File: src/sv/lu_pkg.sv
`timescale 1ns / 1ps
// Shared types and codes for the LU linear solver: opcodes, status codes,
// controller states and the command and status groups between controller and datapath.
package lu_pkg;

  localparam int WORD_W = 32;

  localparam logic [1:0] OP_WR_COEF = 2'd0;
  localparam logic [1:0] OP_WR_RHS  = 2'd1;
  localparam logic [1:0] OP_SOLVE   = 2'd2;
  localparam logic [1:0] OP_READ    = 2'd3;

  localparam logic [1:0] STAT_OK        = 2'd0;
  localparam logic [1:0] STAT_SINGULAR  = 2'd1;
  localparam logic [1:0] STAT_SATURATED = 2'd2;

  typedef enum logic [3:0] {
    S_IDLE, S_READ_WAIT, S_ELEM, S_MAC_RD, S_MUL, S_ACC, S_FIN_SUB,
    S_DIV_START, S_DIV_WAIT, S_WRITE, S_OUT_RD, S_OUT_EMIT
  } state_t;

  typedef enum logic [1:0] {PH_FACT, PH_FWD, PH_BACK} phase_t;

  typedef enum logic [1:0] {EM_NONE, EM_READ, EM_SOLN, EM_SING} emit_t;

  typedef struct packed {
    logic  load_coef;
    logic  load_rhs;
    logic  rd_user;
    logic  rd_mac;
    logic  rd_fin;
    logic  rd_out;
    logic  clr_acc;
    logic  clr_sat;
    logic  mul;
    logic  acc;
    logic  fin_sub;
    logic  div_start;
    logic  wr;
    logic  use_div;
    emit_t emit;
    logic  last;
  } dp_cmd_t;

  typedef struct packed {
    logic div_done;
    logic wr_zero;
  } dp_stat_t;

endpackage

File: src/sv/lu_ctrl.sv
`timescale 1ns / 1ps
// Sequencer of the LU solver: walks factoring, forward and back substitution and
// result output, issuing commands to lu_dp. Uses lu_pkg.
module lu_ctrl #(
  parameter int MAX_ORDER = 16,
  localparam int IW = $clog2(MAX_ORDER),
  localparam int NW = $clog2(MAX_ORDER + 1)
) (
  input  logic             clk,
  input  logic             rst,
  input  logic             start,
  input  logic [1:0]       op,
  input  logic [NW-1:0]    n,
  input  lu_pkg::dp_stat_t stat,
  output logic             busy,
  output lu_pkg::dp_cmd_t  cmd,
  output lu_pkg::phase_t   phase,
  output logic [IW-1:0]    i_idx,
  output logic [IW-1:0]    j_idx,
  output logic [IW-1:0]    k_idx
);
  import lu_pkg::*;

  state_t        state, state_next;
  phase_t        phase_next;
  logic [IW-1:0] i, i_next, j, j_next, k, k_next;
  logic          piv_zero, piv_zero_next;

  logic [NW-1:0] nm1;
  logic          i_end, j_end, mac_more, need_div, zero_now;

  assign nm1      = n - NW'(1);
  assign i_end    = NW'(i) == nm1;
  assign j_end    = NW'(j) == nm1;
  assign need_div = (phase == PH_BACK) || (phase == PH_FACT && j < i);
  assign zero_now = (j == i) ? stat.wr_zero : piv_zero;

  always_comb begin
    case (phase)
      PH_FACT: mac_more = (k < i) && (k < j);
      PH_FWD:  mac_more = k < i;
      default: mac_more = k > i;
    endcase
  end

  always_ff @(posedge clk) begin
    if (rst) begin
      state    <= S_IDLE;
      phase    <= PH_FACT;
      i        <= '0;
      j        <= '0;
      k        <= '0;
      piv_zero <= 1'b0;
    end else begin
      state    <= state_next;
      phase    <= phase_next;
      i        <= i_next;
      j        <= j_next;
      k        <= k_next;
      piv_zero <= piv_zero_next;
    end
  end

  always_comb begin
    state_next    = state;
    phase_next    = phase;
    i_next        = i;
    j_next        = j;
    k_next        = k;
    piv_zero_next = piv_zero;
    case (state)
      S_IDLE: begin
        if (start) begin
          if (op == OP_SOLVE) begin
            phase_next = PH_FACT;
            i_next     = '0;
            j_next     = '0;
            state_next = S_ELEM;
          end else if (op == OP_READ) begin
            state_next = S_READ_WAIT;
          end
        end
      end
      S_READ_WAIT: state_next = S_IDLE;
      S_ELEM: begin
        k_next     = (phase == PH_BACK) ? IW'(nm1) : '0;
        state_next = S_MAC_RD;
      end
      S_MAC_RD: state_next = mac_more ? S_MUL : S_FIN_SUB;
      S_MUL:    state_next = S_ACC;
      S_ACC: begin
        k_next     = (phase == PH_BACK) ? k - IW'(1) : k + IW'(1);
        state_next = S_MAC_RD;
      end
      S_FIN_SUB:   state_next = need_div ? S_DIV_START : S_WRITE;
      S_DIV_START: state_next = S_DIV_WAIT;
      S_DIV_WAIT:  state_next = stat.div_done ? S_WRITE : S_DIV_WAIT;
      S_WRITE: begin
        state_next = S_ELEM;
        case (phase)
          PH_FACT: begin
            if (j == i) piv_zero_next = stat.wr_zero;
            if (!j_end) begin
              j_next = j + IW'(1);
            end else if (zero_now) begin
              state_next = S_IDLE;
            end else if (!i_end) begin
              i_next = i + IW'(1);
              j_next = '0;
            end else begin
              phase_next = PH_FWD;
              i_next     = '0;
            end
          end
          PH_FWD: begin
            if (!i_end) begin
              i_next = i + IW'(1);
            end else begin
              phase_next = PH_BACK;
              i_next     = IW'(nm1);
            end
          end
          default: begin
            if (i != '0) begin
              i_next = i - IW'(1);
            end else begin
              state_next = S_OUT_RD;
            end
          end
        endcase
      end
      S_OUT_RD: state_next = S_OUT_EMIT;
      S_OUT_EMIT: begin
        if (i_end) begin
          state_next = S_IDLE;
        end else begin
          i_next     = i + IW'(1);
          state_next = S_OUT_RD;
        end
      end
      default: state_next = S_IDLE;
    endcase
  end

  always_comb begin
    cmd  = '0;
    busy = state != S_IDLE;
    case (state)
      S_IDLE: begin
        if (start) begin
          case (op)
            OP_WR_COEF: cmd.load_coef = 1'b1;
            OP_WR_RHS:  cmd.load_rhs  = 1'b1;
            OP_READ:    cmd.rd_user   = 1'b1;
            default:    cmd.clr_sat   = 1'b1;
          endcase
        end
      end
      S_READ_WAIT: cmd.emit = EM_READ;
      S_ELEM:      cmd.clr_acc = 1'b1;
      S_MAC_RD: begin
        cmd.rd_mac = mac_more;
        cmd.rd_fin = !mac_more;
      end
      S_MUL:       cmd.mul = 1'b1;
      S_ACC:       cmd.acc = 1'b1;
      S_FIN_SUB:   cmd.fin_sub = 1'b1;
      S_DIV_START: cmd.div_start = 1'b1;
      S_WRITE: begin
        cmd.wr      = 1'b1;
        cmd.use_div = need_div;
        if (phase == PH_FACT && j_end && zero_now) cmd.emit = EM_SING;
      end
      S_OUT_RD:    cmd.rd_out = 1'b1;
      S_OUT_EMIT: begin
        cmd.emit = EM_SOLN;
        cmd.last = i_end;
      end
      default: begin
      end
    endcase
  end

  assign i_idx = i;
  assign j_idx = j;
  assign k_idx = k;

endmodule

File: config.mk
export PLATFORM = sky130hd
export DESIGN_NAME = lu_ctrl
export DESIGN_NICKNAME = d
export VERILOG_FILES = /design/src/sv/lu_pkg.sv /design/src/sv/lu_ctrl.sv
export SDC_FILE = /design/constraint.sdc
export NUM_CORES = 1
export LEC_CHECK = 0
export ABC_AREA = 1
export BUFFER_PORTS_ARGS = -buffer_cell sky130_fd_sc_hd__buf_2
export CORE_MARGIN = 1
export CORE_UTILIZATION = 35
export CTS_CLUSTER_DIAMETER = 100
export DETAILED_ROUTE_END_ITERATION = 8
export PLACE_DENSITY = 0.57
export RECOVER_POWER = 100
export SYNTH_ARGS = -nofsm -noshare
export SYNTH_HDL_FRONTEND = slang
export SYNTH_SLANG_ARGS = --single-unit
File: constraint.sdc
create_clock -name clk -period 1.8 [get_ports clk]
set_input_delay 0.18 -clock clk [delete_from_list [all_inputs] [get_ports clk]]
set_output_delay 0.18 -clock clk [all_outputs]
set_load 0.03 [all_outputs]
---- After elaboration in Yosys (flattened, before gate mapping) ----
Cells that the tools add are included.
storage, ports and cells
  bits in registers ....................... 19
  bits in latches ......................... 0
  memory bits (writable) .................. 0
  memory bits (read-only) ................. 0
  output and inout port bits .............. 32
  memories kept ........................... 0
operators by class
  add/subtract/negate cells ............... 6
  multipliers ............................. 0
  divide/modulo/power cells ............... 0
  order comparisons ....................... 4
  equal/unequal tests ..................... 32
  shifts and indexed selects .............. 0
  multiplexer cells ....................... 59
  bitwise operators ....................... 0
  reduce and logical (&&, ||, !) cells .... 21
operators with widths
  kind                                                  number
  two-way mux 4 bit                                     20
  one-hot mux 4 bit (10 select lines)                   1
  one-hot mux 4 bit (2 select lines)                    4
  two-way mux 2 bit                                     12
  != test 3 bit (second input constant)                 7
  equality test 4 x 3 -> 1 bit (second input constant)  4
  equality test 4 bit (second input constant)           4
  two-way mux 1 bit                                     15
  adder 4 x 1 -> 4 bit (second input constant)          3
  < comparator 4 bit                                    3
  one-hot mux 4 bit (3 select lines)                    1
  equality test 4 x 5 -> 1 bit                          2
  equality test 4 x 2 -> 1 bit (second input constant)  2
  != test 2 bit (second input constant)                 4
  one-hot mux 2 bit (2 select lines)                    2
  AND reduction 8 bit                                   1
  nonzero test 4 bit                                    2
  subtractor 4 x 1 -> 4 bit (second input constant)     2
  AND reduction 7 bit                                   1
  equality test 2 bit (second input constant)           3
  two-way mux 3 bit                                     2
  one-hot mux 2 bit (3 select lines)                    1
  AND reduction 6 bit                                   1
  subtractor 5 x 1 -> 5 bit (second input constant)     1
  17 further kinds                                      24

---- Longest topological paths before layout ----
  depth after elaboration ................. 7
  mapped depth ............................ 15

---- Worst setup path before layout ----
Ideal clock, no wire load.
  path type ............................... flip-flop to output port
  start point ............................. register i[2] (netlist: i_idx[2])
  end point ............................... output cmd[13] in the netlist's numbering
  arrival ................................. 2,156 ps
  setup slack ............................. -536 ps
  cell stages (with the launch flop) ...... 7
  cells stage by stage .................... dfxtp_1 > inv_1 > ha_1 > nand2_1 > o21ai_0 > nand3_1 > a21boi_0
RTL lines
  item                    line           source
  start, declared         lu_ctrl.sv:26  logic [IW-1:0] i, i_next, j, j_next, k, k_next;
  start signal, assigned  lu_ctrl.sv:57  i <= i_next;
  end, declared           lu_ctrl.sv:16  output lu_pkg::dp_cmd_t cmd,

==> out/qor.yml <==
run_status:
  status: "finished, violations left"
  failed_checks: "DRC, setup timing"
logic_synthesis:
  avgSynthCellArea_um2: 5.997
  synthAdderAreaFrac_pct: 11.42
  synth-simple-area-share_pct: 45.22
  synth_compound_area_share_pct: 12.82
  ys_ff_latch: 19
  ys_types: 32
  ys_warn_count: 0
  synth_mux_area_share_pct: 0
  syn_inst: 358
  syn_nets: 389
  ys_seq_area_share_pct: 17.72
  syn_area_um2: 2147
  synthXorXnorAreaFrac_pct: 2.448
  synth_top_family_by_area: "simple AND/OR/NAND/NOR gates"
global_routing:
  antenna_found_initial: 0
  grt_usage_pct: 24.32
  grt_pass1_wl_um: 11860
  grt_max_degree: 13
  grt_pass1_vias: 2476
  gr-total-overflow: 0
timing:
  hold_viol_final: 0
  fin_crit_sh_pct: 107.0
  max_freq_mhz: 519.3
  slew_viol_final: 0
  maxSlewHeadroom_pct: 70.34
  skew_ps: 7.438
  worst_pin_slew_ps: 444.3
  setup_viol: 9
  period_minus_slack_ps: 1926
  rsz0062_at_grt: "true"
  fin_ws_ps: -125.7
setup_path:
  start_kind: "flip-flop"
  crit_fanout: 3
  cp_data_required_time_ps: 1620
  critical_path_class: "flip-flop to primary output"
  worst_setup_path_end_kind: "primary output"
  worstPathArrival_ps: 1750
cts:
  clock_path_buffers: 2
  cts_sinks: 19
  path_clk_slew_ps: 90
  h-tree-depth: 1
  cts_tree: "built"
  root_buffer: "clkbuf_8"
  clock_latency_ps: 270
  numCtsBuffers: 3
power_and_ir_drop:
  switching_power_mw: 0.6065
  cellPowerDensity_nw_per_um2: 464.3
  p_leak_nw: 1.503
  peakVddDrop_uv: 349.6
  swShare_pct: 41.59
  pwr-share-clk_pct: 22.5
  combPwrFrac_pct: 46.4
  seq_power_share_pct: 31.2
  p_int_mw: 0.8517
layout:
  fin_cells: 516
  n_antenna_cell: 0
  drive_gt1_share_pct: 35.83
  layout.nets: 473
  area_delta_synth_final_pct: 46.27
  final_cell_mix: "82 x nand2_1, 41 x inv_1, 37 x nor2_1, 31 x buf_4, 28 x nand3_1"
  fin_util_pct: 53.04
  final_common_cell: "nand2_1"
placed_design:
  dp_cells: 504
  hpwlAfterDp_um: 5568
  place.gp.congestion: 0.9382
  dp_slack_ps: -159.5
  portBuffers: 43
run:
  maxCapViolCount: 0
route:
  routedWlPerCell_um: 14.83
  drtIter0Drc: 259
  ant_nets: 0
  routed-via-count: 2709
  drc: 1
  first_pass_iters: 6
  viasPerCell: 5.250
  wirelength_um: 7653
floorplanning:
  start_util_pct: 36.26
  fp.dieW_um: 80.32
  coreArea_um2: 5921
  rows: 28
  dieArea_um2: 6451
  die_h_um: 80.32
  pin_count: 44
worst_hold_path:
  min_path_type: "input port to flip-flop"
## cell type report
cell class / instances / area (um^2)
flip-flops and latches: 19 / 416.7
well taps: 75 / 93.84
repair buffers: 81 / 543.0
clock inverters: 1 / 5.005
clock buffers: 3 / 41.29
inverters: 56 / 227.7
multi-input cells: 281 / 1813
fillers: 614 / 2780
## per-stage QoR
stage | power [mW] | setup TNS [ps] | hold slack (ps) | area [um^2]
after global routing | 1.542 | -1768 | 177.4 | 3141
after floorplan | 0.8035 | -352.3 | 241.7 | 2180
after detailed placement | 0.9763 | -1437 | 467.9 | 2704
final | 1.458 | -713.4 | 178.5 | 3141
after CTS | 1.418 | -800.6 | 177.9 | 3049
after global placement | 0.9745 | -1264 | 466.3 | 2704
## routing by layer
layer	wire (um)	global-route usage, %	vias to the layer above
met2	3738	43.08	92
met1	3168	29.43	1269
met4	229	7.679	0
li1	-	-	1326
met5	0	0	-
met3	518	4.432	22
## critical path, stage by stage (launching register included)
cell	delay, ps
dfxtp_4	360
inv_4	40
buf_6	120
ha_4	270
nand2_2	60
o21ai_2	180
nand3_2	140
a21boi_2	170
buf_6	140
## what timing repair did
| action | CTS | global route |
|---|---|---|
| pin swaps | 33 | 29 |
| resized for setup | 56 | 32 |
| cloned | 0 | 0 |
| setup endpoints to repair | 9 | 20 |
| setup buffers | 8 | 1 |
| hold buffers | 0 | 0 |
## kinds of logic (layout without fill, tap and decap cells)
family / count (synthesis) / count (layout)
AO/OA/AOI/OAI: 51 / 51
XOR/XNOR: 6 / 6
adder cells (fa/ha/maj): 19 / 19
buffers and inverters: 58 / 141
flip-flops: 19 / 19
AND/OR/NAND/NOR: 205 / 205
## registers in the layout, indices dropped and copies added, names as in the netlist
register,count
i_idx,4
state,4
piv_zero,1
phase,2
k_idx,4
j_idx,4
## power by group through the flow
stage	Sequential [mW]	Combinational [mW]	Clock [mW]
final	0.454	0.676	0.328
after CTS	0.455	0.631	0.332
after global routing	0.457	0.735	0.350
after global placement	0.464	0.510	0
after floorplan	0.496	0.307	0
after detailed placement	0.464	0.512	0
## cell usage after synthesis, drive strengths merged
cell type,n,share of area (%)
nand2,105,21
inv,56,9.9
nor2,55,12
nand3,33,8.2
a21oi,27,6.3
dfxtp,19,18
ha,18,10
o21ai,15,3.5
nand4,5,1.5
nor3,4,1.2
xnor2,3,1.2
xor2,3,1.2
a21boi,2,0.70
a31oi,2,0.58
buf,2,0.47
nor4,2,0.58
o211ai,2,0.70
a32oi,1,0.41
fa,1,0.93
nand3b,1,0.35
o21bai,1,0.35
o22ai,1,0.29
## worst paths after layout
check	start	endpoint	slack [ps]	cells past startpoint
max	i_idx[3]	cmd[13]	-130	8
min	rst	phase[1]	180	2
max reg2reg	i_idx[3]	i_idx[1]	-60	14
min reg2reg	phase[1]	phase[1]	540	2
No activity file was read; power rests on OpenSTA's default activity.
